===== config.mk =====
export PLATFORM = sky130hd
export DESIGN_NAME = telemetry_frame_deframer
export DESIGN_NICKNAME = d
export VERILOG_FILES = /design/src/rtl/tfd_pkg.sv /design/src/rtl/tfd_parser.sv /design/src/rtl/telemetry_frame_deframer.sv
export SDC_FILE = /design/constraint.sdc
export NUM_CORES = 1
export LEC_CHECK = 0
export ABC_CLOCK_PERIOD_IN_PS = 9900
export BUFFER_PORTS_ARGS = -buffer_cell sky130_fd_sc_hd__buf_2
export CAP_MARGIN = 0
export CORE_UTILIZATION = 59
export DETAILED_ROUTE_END_ITERATION = 16
export PLACE_DENSITY = 0.83
export SETUP_SLACK_MARGIN = 0.02
export SLEW_MARGIN = 20
export SYNTH_ARGS = -nofsm -noshare
export SYNTH_HDL_FRONTEND = slang
export SYNTH_SLANG_ARGS = --single-unit

===== constraint.sdc =====
create_clock -name clk -period 9.9 [get_ports clk]
set_input_delay 0.99 -clock clk [delete_from_list [all_inputs] [get_ports clk]]
set_output_delay 0.99 -clock clk [all_outputs]
set_load 0.03 [all_outputs]

===== src/rtl/tfd_pkg.sv =====
// ============================================================================
// tfd_pkg : shared types and constants of the telemetry frame deframer
// Tag characters, parser phase codes, result kinds and the result record.
// ============================================================================
package tfd_pkg;

    localparam int STAT_LEN = 21;
    localparam int POS_LEN  = 14;
    localparam int HDR_LEN  = 5;

    localparam logic [15:0] FOOTER_WORD = 16'hFFD9;

    localparam logic [7:0] CH_S   = 8'h73;
    localparam logic [7:0] CH_T   = 8'h74;
    localparam logic [7:0] CH_A   = 8'h61;
    localparam logic [7:0] CH_I   = 8'h69;
    localparam logic [7:0] CH_M   = 8'h6D;
    localparam logic [7:0] CH_G   = 8'h67;
    localparam logic [7:0] CH_ONE = 8'h31;
    localparam logic [7:0] CH_TWO = 8'h32;

    localparam logic [3:0] PH_HUNT  = 4'd0;
    localparam logic [3:0] PH_GOT_S = 4'd1;
    localparam logic [3:0] PH_GOT_T = 4'd2;
    localparam logic [3:0] PH_GOT_A = 4'd3;
    localparam logic [3:0] PH_GOT_I = 4'd4;
    localparam logic [3:0] PH_GOT_M = 4'd5;
    localparam logic [3:0] PH_GOT_G = 4'd6;
    localparam logic [3:0] PH_STAT  = 4'd7;
    localparam logic [3:0] PH_IMAGE = 4'd8;
    localparam logic [3:0] PH_POS   = 4'd9;

    localparam logic [1:0] KIND_STAT  = 2'd0;
    localparam logic [1:0] KIND_POS   = 2'd1;
    localparam logic [1:0] KIND_IMAGE = 2'd2;
    localparam logic [1:0] KIND_ABORT = 2'd3;

    typedef logic [7:0] frame_arr_t [STAT_LEN];

    typedef struct packed {
        logic [1:0]         kind;
        logic [7:0]         status_flags;
        logic [31:0]        angle_bits;
        logic [31:0]        servo_bits;
        logic [31:0]        lat_bits;
        logic [31:0]        lng_bits;
        logic [31:0]        alt_bits;
        logic signed [15:0] map_index;
        logic [7:0]         data_byte;
        logic               image_done;
        logic               footer_ok;
    } result_t;

    function automatic logic [31:0] word_at(input frame_arr_t fb, input logic [4:0] pos);
        word_at = {fb[pos + 5'd3], fb[pos + 5'd2], fb[pos + 5'd1], fb[pos]};
    endfunction

endpackage


===== src/rtl/tfd_parser.sv =====
// ============================================================================
// tfd_parser : tag hunt, frame capture and image block tracking
// Holds the parser state and turns one byte into at most one result.
// ============================================================================
module tfd_parser
(
    input  logic              clk,
    input  logic              rst_n,
    input  logic              fire,
    input  logic [7:0]        rx_byte,
    output logic              res_valid,
    output tfd_pkg::result_t  res
);

    logic [3:0]  phase_reg,  phase_next;
    logic [8:0]  count_reg,  count_next;
    logic [7:0]  len_reg,    len_next;
    logic [15:0] total_reg,  total_next;
    logic [15:0] seq_reg,    seq_next;
    logic [15:0] icount_reg, icount_next;
    logic        acc_reg,    acc_next;
    logic [15:0] last2_reg,  last2_next;

    tfd_pkg::frame_arr_t fb_reg;
    tfd_pkg::frame_arr_t fb_cur;
    logic                fb_we;
    logic [4:0]          fb_idx;
    logic [8:0]          count_inc;
    logic [9:0]          got;
    logic                payload;
    logic                footer_good;

    assign fb_idx    = count_reg[4:0];
    assign count_inc = count_reg + 9'd1;
    assign got       = {1'b0, count_reg} + 10'd1;

    always_comb
    begin
        for (int i = 0; i < tfd_pkg::STAT_LEN; i++)
        begin
            fb_cur[i] = (fb_we && fb_idx == 5'(i)) ? rx_byte : fb_reg[i];
        end
    end

    always_comb
    begin
        phase_next  = phase_reg;
        count_next  = count_reg;
        len_next    = len_reg;
        total_next  = total_reg;
        seq_next    = seq_reg;
        icount_next = icount_reg;
        acc_next    = acc_reg;
        last2_next  = last2_reg;
        fb_we       = 1'b0;
        payload     = 1'b0;
        footer_good = 1'b0;
        res_valid   = 1'b0;
        res         = '0;
        unique case (phase_reg)
            tfd_pkg::PH_GOT_S:
            begin
                phase_next = (rx_byte == tfd_pkg::CH_T) ? tfd_pkg::PH_GOT_T : tfd_pkg::PH_HUNT;
            end
            tfd_pkg::PH_GOT_T:
            begin
                phase_next = (rx_byte == tfd_pkg::CH_A) ? tfd_pkg::PH_GOT_A : tfd_pkg::PH_HUNT;
            end
            tfd_pkg::PH_GOT_A:
            begin
                phase_next = (rx_byte == tfd_pkg::CH_T) ? tfd_pkg::PH_STAT : tfd_pkg::PH_HUNT;
                count_next = '0;
            end
            tfd_pkg::PH_GOT_I:
            begin
                phase_next = (rx_byte == tfd_pkg::CH_M) ? tfd_pkg::PH_GOT_M : tfd_pkg::PH_HUNT;
            end
            tfd_pkg::PH_GOT_M:
            begin
                phase_next = (rx_byte == tfd_pkg::CH_G) ? tfd_pkg::PH_GOT_G : tfd_pkg::PH_HUNT;
            end
            tfd_pkg::PH_GOT_G:
            begin
                if (rx_byte == tfd_pkg::CH_ONE)
                begin
                    phase_next = tfd_pkg::PH_IMAGE;
                end
                else if (rx_byte == tfd_pkg::CH_TWO)
                begin
                    phase_next = tfd_pkg::PH_POS;
                end
                else
                begin
                    phase_next = tfd_pkg::PH_HUNT;
                end
                count_next = '0;
                acc_next   = 1'b0;
                len_next   = '0;
            end
            tfd_pkg::PH_STAT:
            begin
                fb_we      = count_reg < 9'(tfd_pkg::STAT_LEN);
                count_next = count_inc;
                if (count_inc >= 9'(tfd_pkg::STAT_LEN))
                begin
                    phase_next       = tfd_pkg::PH_HUNT;
                    count_next       = '0;
                    res_valid        = 1'b1;
                    res.kind         = tfd_pkg::KIND_STAT;
                    res.status_flags = fb_cur[0];
                    res.angle_bits   = tfd_pkg::word_at(fb_cur, 5'd1);
                    res.servo_bits   = tfd_pkg::word_at(fb_cur, 5'd5);
                    res.lat_bits     = tfd_pkg::word_at(fb_cur, 5'd9);
                    res.lng_bits     = tfd_pkg::word_at(fb_cur, 5'd13);
                    res.alt_bits     = tfd_pkg::word_at(fb_cur, 5'd17);
                end
            end
            tfd_pkg::PH_POS:
            begin
                fb_we      = count_reg < 9'(tfd_pkg::POS_LEN);
                count_next = count_inc;
                if (count_inc >= 9'(tfd_pkg::POS_LEN))
                begin
                    phase_next    = tfd_pkg::PH_HUNT;
                    count_next    = '0;
                    res_valid     = 1'b1;
                    res.kind      = tfd_pkg::KIND_POS;
                    res.lat_bits  = tfd_pkg::word_at(fb_cur, 5'd2);
                    res.lng_bits  = tfd_pkg::word_at(fb_cur, 5'd6);
                    res.alt_bits  = tfd_pkg::word_at(fb_cur, 5'd10);
                    res.map_index = {fb_cur[1], fb_cur[0]};
                end
            end
            tfd_pkg::PH_IMAGE:
            begin
                fb_we = count_reg < 9'(tfd_pkg::HDR_LEN);
                if (count_reg == 9'd1)
                begin
                    acc_next = {rx_byte, fb_reg[0]} == seq_reg;
                end
                else if (count_reg == 9'd3)
                begin
                    total_next = {rx_byte, fb_reg[2]};
                end
                else if (count_reg == 9'd4)
                begin
                    len_next = rx_byte;
                end
                else if (count_reg >= 9'(tfd_pkg::HDR_LEN) && acc_reg)
                begin
                    payload     = 1'b1;
                    icount_next = (icount_reg != 16'hFFFF) ? icount_reg + 16'd1 : icount_reg;
                    last2_next  = {last2_reg[7:0], rx_byte};
                end
                count_next = (count_reg != 9'h1FF) ? count_inc : count_reg;

                if (got >= 10'(tfd_pkg::HDR_LEN)
                    && got >= {2'b00, len_next} + 10'(tfd_pkg::HDR_LEN))
                begin
                    phase_next = tfd_pkg::PH_HUNT;
                    count_next = '0;
                    if (!acc_reg)
                    begin
                        seq_next    = '0;
                        icount_next = '0;
                        last2_next  = '0;
                        res_valid   = 1'b1;
                        res.kind    = tfd_pkg::KIND_ABORT;
                    end
                    else
                    begin
                        seq_next = seq_reg + 16'd1;
                        if (icount_next >= total_next)
                        begin
                            footer_good    = icount_next >= 16'd2
                                             && last2_next == tfd_pkg::FOOTER_WORD;
                            seq_next       = '0;
                            icount_next    = '0;
                            last2_next     = '0;
                            res_valid      = 1'b1;
                            res.kind       = tfd_pkg::KIND_IMAGE;
                            res.data_byte  = payload ? rx_byte : 8'd0;
                            res.image_done = 1'b1;
                            res.footer_ok  = footer_good;
                        end
                    end
                end
                if (!res_valid && payload)
                begin
                    res_valid     = 1'b1;
                    res.kind      = tfd_pkg::KIND_IMAGE;
                    res.data_byte = rx_byte;
                end
            end
            default:
            begin
                count_next = '0;
                if (rx_byte == tfd_pkg::CH_S)
                begin
                    phase_next = tfd_pkg::PH_GOT_S;
                end
                else if (rx_byte == tfd_pkg::CH_I)
                begin
                    phase_next = tfd_pkg::PH_GOT_I;
                end
                else
                begin
                    phase_next = tfd_pkg::PH_HUNT;
                end
            end
        endcase
    end

    always_ff @(posedge clk or negedge rst_n)
    begin
        if (!rst_n)
        begin
            phase_reg  <= tfd_pkg::PH_HUNT;
            count_reg  <= '0;
            len_reg    <= '0;
            total_reg  <= '0;
            seq_reg    <= '0;
            icount_reg <= '0;
            acc_reg    <= 1'b0;
            last2_reg  <= '0;
        end
        else if (fire)
        begin
            phase_reg  <= phase_next;
            count_reg  <= count_next;
            len_reg    <= len_next;
            total_reg  <= total_next;
            seq_reg    <= seq_next;
            icount_reg <= icount_next;
            acc_reg    <= acc_next;
            last2_reg  <= last2_next;
        end
    end

    always_ff @(posedge clk)
    begin
        if (fire && fb_we)
        begin
            fb_reg[fb_idx] <= rx_byte;
        end
    end

endmodule


===== src/rtl/telemetry_frame_deframer.sv =====
// ============================================================================
// telemetry_frame_deframer : serial telemetry deframer, top level
// Input byte register, parser and result register with valid/stall channels.
// ============================================================================
// One received byte is taken per clock cycle for as long as the result side
// keeps up; a byte goes through the input register and its result (if any)
// through the result register. The parser state register, which a byte
// updates as the parser takes it, sets the rate. The input stalls only while
// a byte waits in the input register and the full result register is stalled.
module telemetry_frame_deframer
(
    input  logic               clk,
    input  logic               rst_n,
    input  logic               in_valid,
    output logic               in_stall,
    input  logic [7:0]         rx_byte,
    output logic               out_valid,
    input  logic               out_stall,
    output logic [1:0]         kind,
    output logic [7:0]         status_flags,
    output logic [31:0]        angle_bits,
    output logic [31:0]        servo_bits,
    output logic [31:0]        lat_bits,
    output logic [31:0]        lng_bits,
    output logic [31:0]        alt_bits,
    output logic signed [15:0] map_index,
    output logic [7:0]         data_byte,
    output logic               image_done,
    output logic               footer_ok
);

    logic             s1_valid_reg;
    logic [7:0]       s1_byte_reg;
    logic             out_valid_reg;
    tfd_pkg::result_t out_res_reg;
    logic             advance;
    logic             fire;
    logic             res_valid;
    tfd_pkg::result_t res;

    assign advance  = !out_valid_reg || !out_stall;
    assign fire     = s1_valid_reg && advance;
    assign in_stall = s1_valid_reg && !advance;

    tfd_parser u_parser
    (
        .clk       (clk),
        .rst_n     (rst_n),
        .fire      (fire),
        .rx_byte   (s1_byte_reg),
        .res_valid (res_valid),
        .res       (res)
    );

    // hold the byte until the parser takes it
    always_ff @(posedge clk or negedge rst_n)
    begin
        if (!rst_n)
        begin
            s1_valid_reg <= 1'b0;
        end
        else if (!in_stall)
        begin
            s1_valid_reg <= in_valid;
        end
    end

    always_ff @(posedge clk)
    begin
        if (in_valid && !in_stall)
        begin
            s1_byte_reg <= rx_byte;
        end
    end

    always_ff @(posedge clk or negedge rst_n)
    begin
        if (!rst_n)
        begin
            out_valid_reg <= 1'b0;
        end
        else if (advance)
        begin
            out_valid_reg <= fire && res_valid;
        end
    end

    always_ff @(posedge clk)
    begin
        if (fire && res_valid)
        begin
            out_res_reg <= res;
        end
    end

    assign out_valid    = out_valid_reg;
    assign kind         = out_res_reg.kind;
    assign status_flags = out_res_reg.status_flags;
    assign angle_bits   = out_res_reg.angle_bits;
    assign servo_bits   = out_res_reg.servo_bits;
    assign lat_bits     = out_res_reg.lat_bits;
    assign lng_bits     = out_res_reg.lng_bits;
    assign alt_bits     = out_res_reg.alt_bits;
    assign map_index    = out_res_reg.map_index;
    assign data_byte    = out_res_reg.data_byte;
    assign image_done   = out_res_reg.image_done;
    assign footer_ok    = out_res_reg.footer_ok;

    a_stall_needs_byte: assert property (@(posedge clk) disable iff (!rst_n)
        in_stall |-> s1_valid_reg)
        else $error("input stalled with no byte held");

    a_no_stall_when_free: assert property (@(posedge clk) disable iff (!rst_n)
        !out_valid_reg |-> !in_stall)
        else $error("input stalled while result register empty");

    a_done_is_image: assert property (@(posedge clk) disable iff (!rst_n)
        out_valid_reg && out_res_reg.image_done |-> out_res_reg.kind == tfd_pkg::KIND_IMAGE)
        else $error("image completion on a non-image result");

    a_footer_with_done: assert property (@(posedge clk) disable iff (!rst_n)
        out_valid_reg && out_res_reg.footer_ok |-> out_res_reg.image_done)
        else $error("footer flag without image completion");

    a_stat_fields_clear: assert property (@(posedge clk) disable iff (!rst_n)
        out_valid_reg && out_res_reg.kind != tfd_pkg::KIND_STAT
        |-> out_res_reg.status_flags == 8'd0 && out_res_reg.angle_bits == 32'd0)
        else $error("status fields set on a non-status result");

endmodule

==> out/results.txt <==
Sequential area share after synthesis -> 65.1%
# setup viols final -> 0
Vias in the first global route -> 13196
R2r worst-path depth -> 19
Final Hold Viols -> 0
Routed Antenna Nets -> 0
CP Capture Point -> angle_bits[21]
#FFs+latches synth -> 460
Area fraction of the dominant cell type after synthesis -> 54.4%
Area added between synthesis and finish -> 13.1%
Clk slew on worst S/H paths -> 0.06 ns
Syn Std Cell Area -> 20500 um2
Max rail drop VDD -> 119 uV
GR Util All Layers -> 27.0%
Total CTS buffers -> 44
# nets final -> 1765
Ant. Diodes -> 0
Core region area -> 33900 um2
CTS Sinks -> 460
TritonCTS clock tree -> done
Total gr overflow -> 0
Initial DRC count -> 1641
Yosys top cell by area -> edfxtp_1
Max cap viols -> 0
Fraction of layout cells with a size suffix above 1 -> 18.1%
Longest Clk Path Bufs -> 3
Mean area per synthesized cell -> 13.2 um2
Die area -> 35500 um2
First-pass GRT wire length -> 74.2 mm
Critical Path Sink Type -> flop
Die height -> 189 um
Post-CTS setup buffer count -> 0
Initial antenna violation count -> 0
Die Wd -> 189 um
Vias -> 13767
Status -> complete, no violations
Setup Total Neg Slack -> 0 ns
Critical R2R Capture -> angle_bits[21]
Fin crit share -> 68.9%
PostCTS Resize Cnt -> 0
Post-Synthesis Cells -> 1551
Post-synth EDFFs -> 372
DRC -> 0
Yosys warnings -> 0
GPL Wtd Cong -> 0.892
Hpwl dp -> 30.4 mm
CP Class -> flop to flop
Final Max Slew Viols -> 0
Skew final -> 0.0238 ns
Total Wirelength -> 48.3 mm
Synth Flop Type -> edfxtp_1
Critical Path Start Type -> flop
Maximum fanout along the worst path -> 70
Largest net degree at the start of global routing -> 96
Starting Density -> 60.6%
Fmax -> 147 MHz
Worst-margin pin slew -> 1.12 ns
Worst EP required -> 10.13 ns
Area contributors post-synth -> edfxtp_1 (54%), dfrtp_1 (11%), mux2i_1 (8.4%), o22ai_1 (3.0%), nor2_1 (2.4%)
Via-to-Cell Ratio -> 6.25
Fin crit period -> 6.82 ns
Pwr Density -> 164 nW/um2
Worst reg-to-reg setup slack -> 3.08 ns
Fraction of registers with async set/reset -> 19.1%
RSZ-0062 raised after global routing -> false
Slew HR -> 25.3%
Arrival time at the worst endpoint -> 7.04 ns
PnR Total Power -> 3800 uW
Worst r2r src -> u_parser.count_reg[5]
Io pins -> 210
Largest register FFs -> 168
Clk_lat worst skew -> 0.55 ns
FILL cells -> 2308
Cts hold-fix bufs -> 0
LEAKAGE -> 0.0102 uW
Synth unique cells -> 73
CTS root buf -> clkbuf_16
Routed len/inst -> 22.0 um
H-tree depth -> 2
Port-buffer cells -> 209
Worst setup startpoint -> u_parser.count_reg[5]
Worst hold path type -> input pin to asynchronous set/reset pin
Drt first pass iters -> 6
Synth Net Count -> 1598
Row cnt -> 67
-- through the flow --
stage                     worst slack [ns]  hold slack (ns)  instances  util [%]  area [um2]
after floorplan                       1.06            0.442       1551         -       20500
after global placement                3.00            0.458       2120      64.5       21800
after detailed placement              2.78            0.470       2120      64.5       21800
after CTS                             2.73            0.277       2201      68.5       23200
after global routing                  2.68            0.280       2201      68.5       23200
final                                 3.08            0.282       2201      68.5       23200
-- report_power, final --
| part | internal [uW] | switching (uW) | total, uW |
|---|---|---|---|
| clock network | 899 | 689 | 1590 |
| logic | 25.1 | 83.5 | 109 |
| registers | 2090 | 10.8 | 2100 |
-- layout make-up --
cell class | instances | area (um2) | area share [%]
tap | 448 | 561 | 2.42
inverter | 25 | 93.8 | 0.404
sequential | 460 | 13400 | 57.6
clock buffer | 55 | 1140 | 4.92
multi-input combinational | 961 | 6640 | 28.6
clock inverter | 26 | 211 | 0.911
timing repair buffer | 226 | 1190 | 5.12
-- logic make-up (layout without fill, tap and decap cells) --
family          Yosys count  count (layout)  synth area share, %
xor+xnor                 42              42                 1.79
flops                   460             460                 65.1
fa+ha+maj                35              35                 2.13
buf+inv                 130             332                 2.72
compound gates          274             274                 9.13
mux                     180             180                 8.83
simple gates            430             430                 10.2
-- layer usage --
metal,up-vias,track usage (%),part of all wire [%]
met5,-,0,0
met4,0,7.69,2.1
met3,94,4.82,8.8
met2,698,43.6,48
met1,6763,37.8,41
li1,6212,-,-
-- layout by cell type (no fill, tap or decap), types with 4 or more instances in the layout --
| cell | instances |
|---|---|
| a211oi_1 | 4 |
| a21oi_1 | 17 |
| a22o_1 | 29 |
| a22oi_1 | 25 |
| a31oi_1 | 5 |
| and2_1 | 18 |
| and3_1 | 25 |
| and4_1 | 4 |
| buf_2 | 208 |
| buf_4 | 17 |
| clkbuf_1 | 11 |
| clkbuf_16 | 44 |
| clkinv_1 | 12 |
| clkinv_2 | 6 |
| dfrtp_1 | 88 |
| edfxtp_1 | 372 |
| ha_1 | 35 |
| inv_1 | 25 |
| mux2_2 | 8 |
| mux2i_1 | 172 |
| nand2_1 | 95 |
| nand2b_1 | 11 |
| nand3_1 | 55 |
| nand4_1 | 19 |
| nand4b_1 | 4 |
| nor2_1 | 133 |
| nor2b_1 | 8 |
| nor3_1 | 14 |
| nor4_1 | 10 |
| o21a_1 | 5 |
| o21ai_0 | 53 |
| o22ai_1 | 97 |
| o31ai_1 | 10 |
| or2_2 | 4 |
| or4_1 | 4 |
| xnor2_1 | 26 |
| xor2_1 | 16 |
-- how the worst min path moves through the flow --
stage                                  endpoint  slack (ns)  cells after the start
after detailed placement  u_parser.total_reg[7]        0.47                      2
after global routing        u_parser.seq_reg[5]        0.28                      1
final                       u_parser.seq_reg[5]        0.28                      1
after floorplan           u_parser.total_reg[0]        0.44                      2
after global placement    u_parser.total_reg[0]        0.46                      2
after CTS                   u_parser.seq_reg[5]        0.28                      1
-- cells in the mapped netlist, types with 10 or more instances --
library cell	count
xor2_1	16
a21oi_1	17
clkbuf_1	68
o22ai_1	97
and3_1	25
ha_1	35
dfrtp_1	88
nand2b_1	11
nor3_1	15
buf_2	24
edfxtp_1	372
o31ai_1	10
nand4_1	19
inv_1	25
nand2_1	96
nor4_1	11
o21ai_0	53
a22o_1	29
xnor2_1	26
a22oi_1	25
nand3_1	56
and2_1	18
mux2i_1	172
nor2_1	133
-- critical path: stages (launching register included) --
cell and delay (ns):
dfrtp_1 0.48, or4_4 0.61, nor2_1 0.36, nand3_1 0.64, mux2i_1 0.34, inv_1 0.11, ha_1 0.18, inv_1 0.05
a21oi_1 0.19, a21boi_0 0.37, xor2_1 0.13, ha_1 0.19, a21o_1 0.17, a21o_1 0.17, a41oi_1 0.34, o22ai_4 0.20
and2_4 0.24, o21ai_4 0.43, nand2_4 0.65, buf_4 0.56
Power figures use the tool's default switching activity.
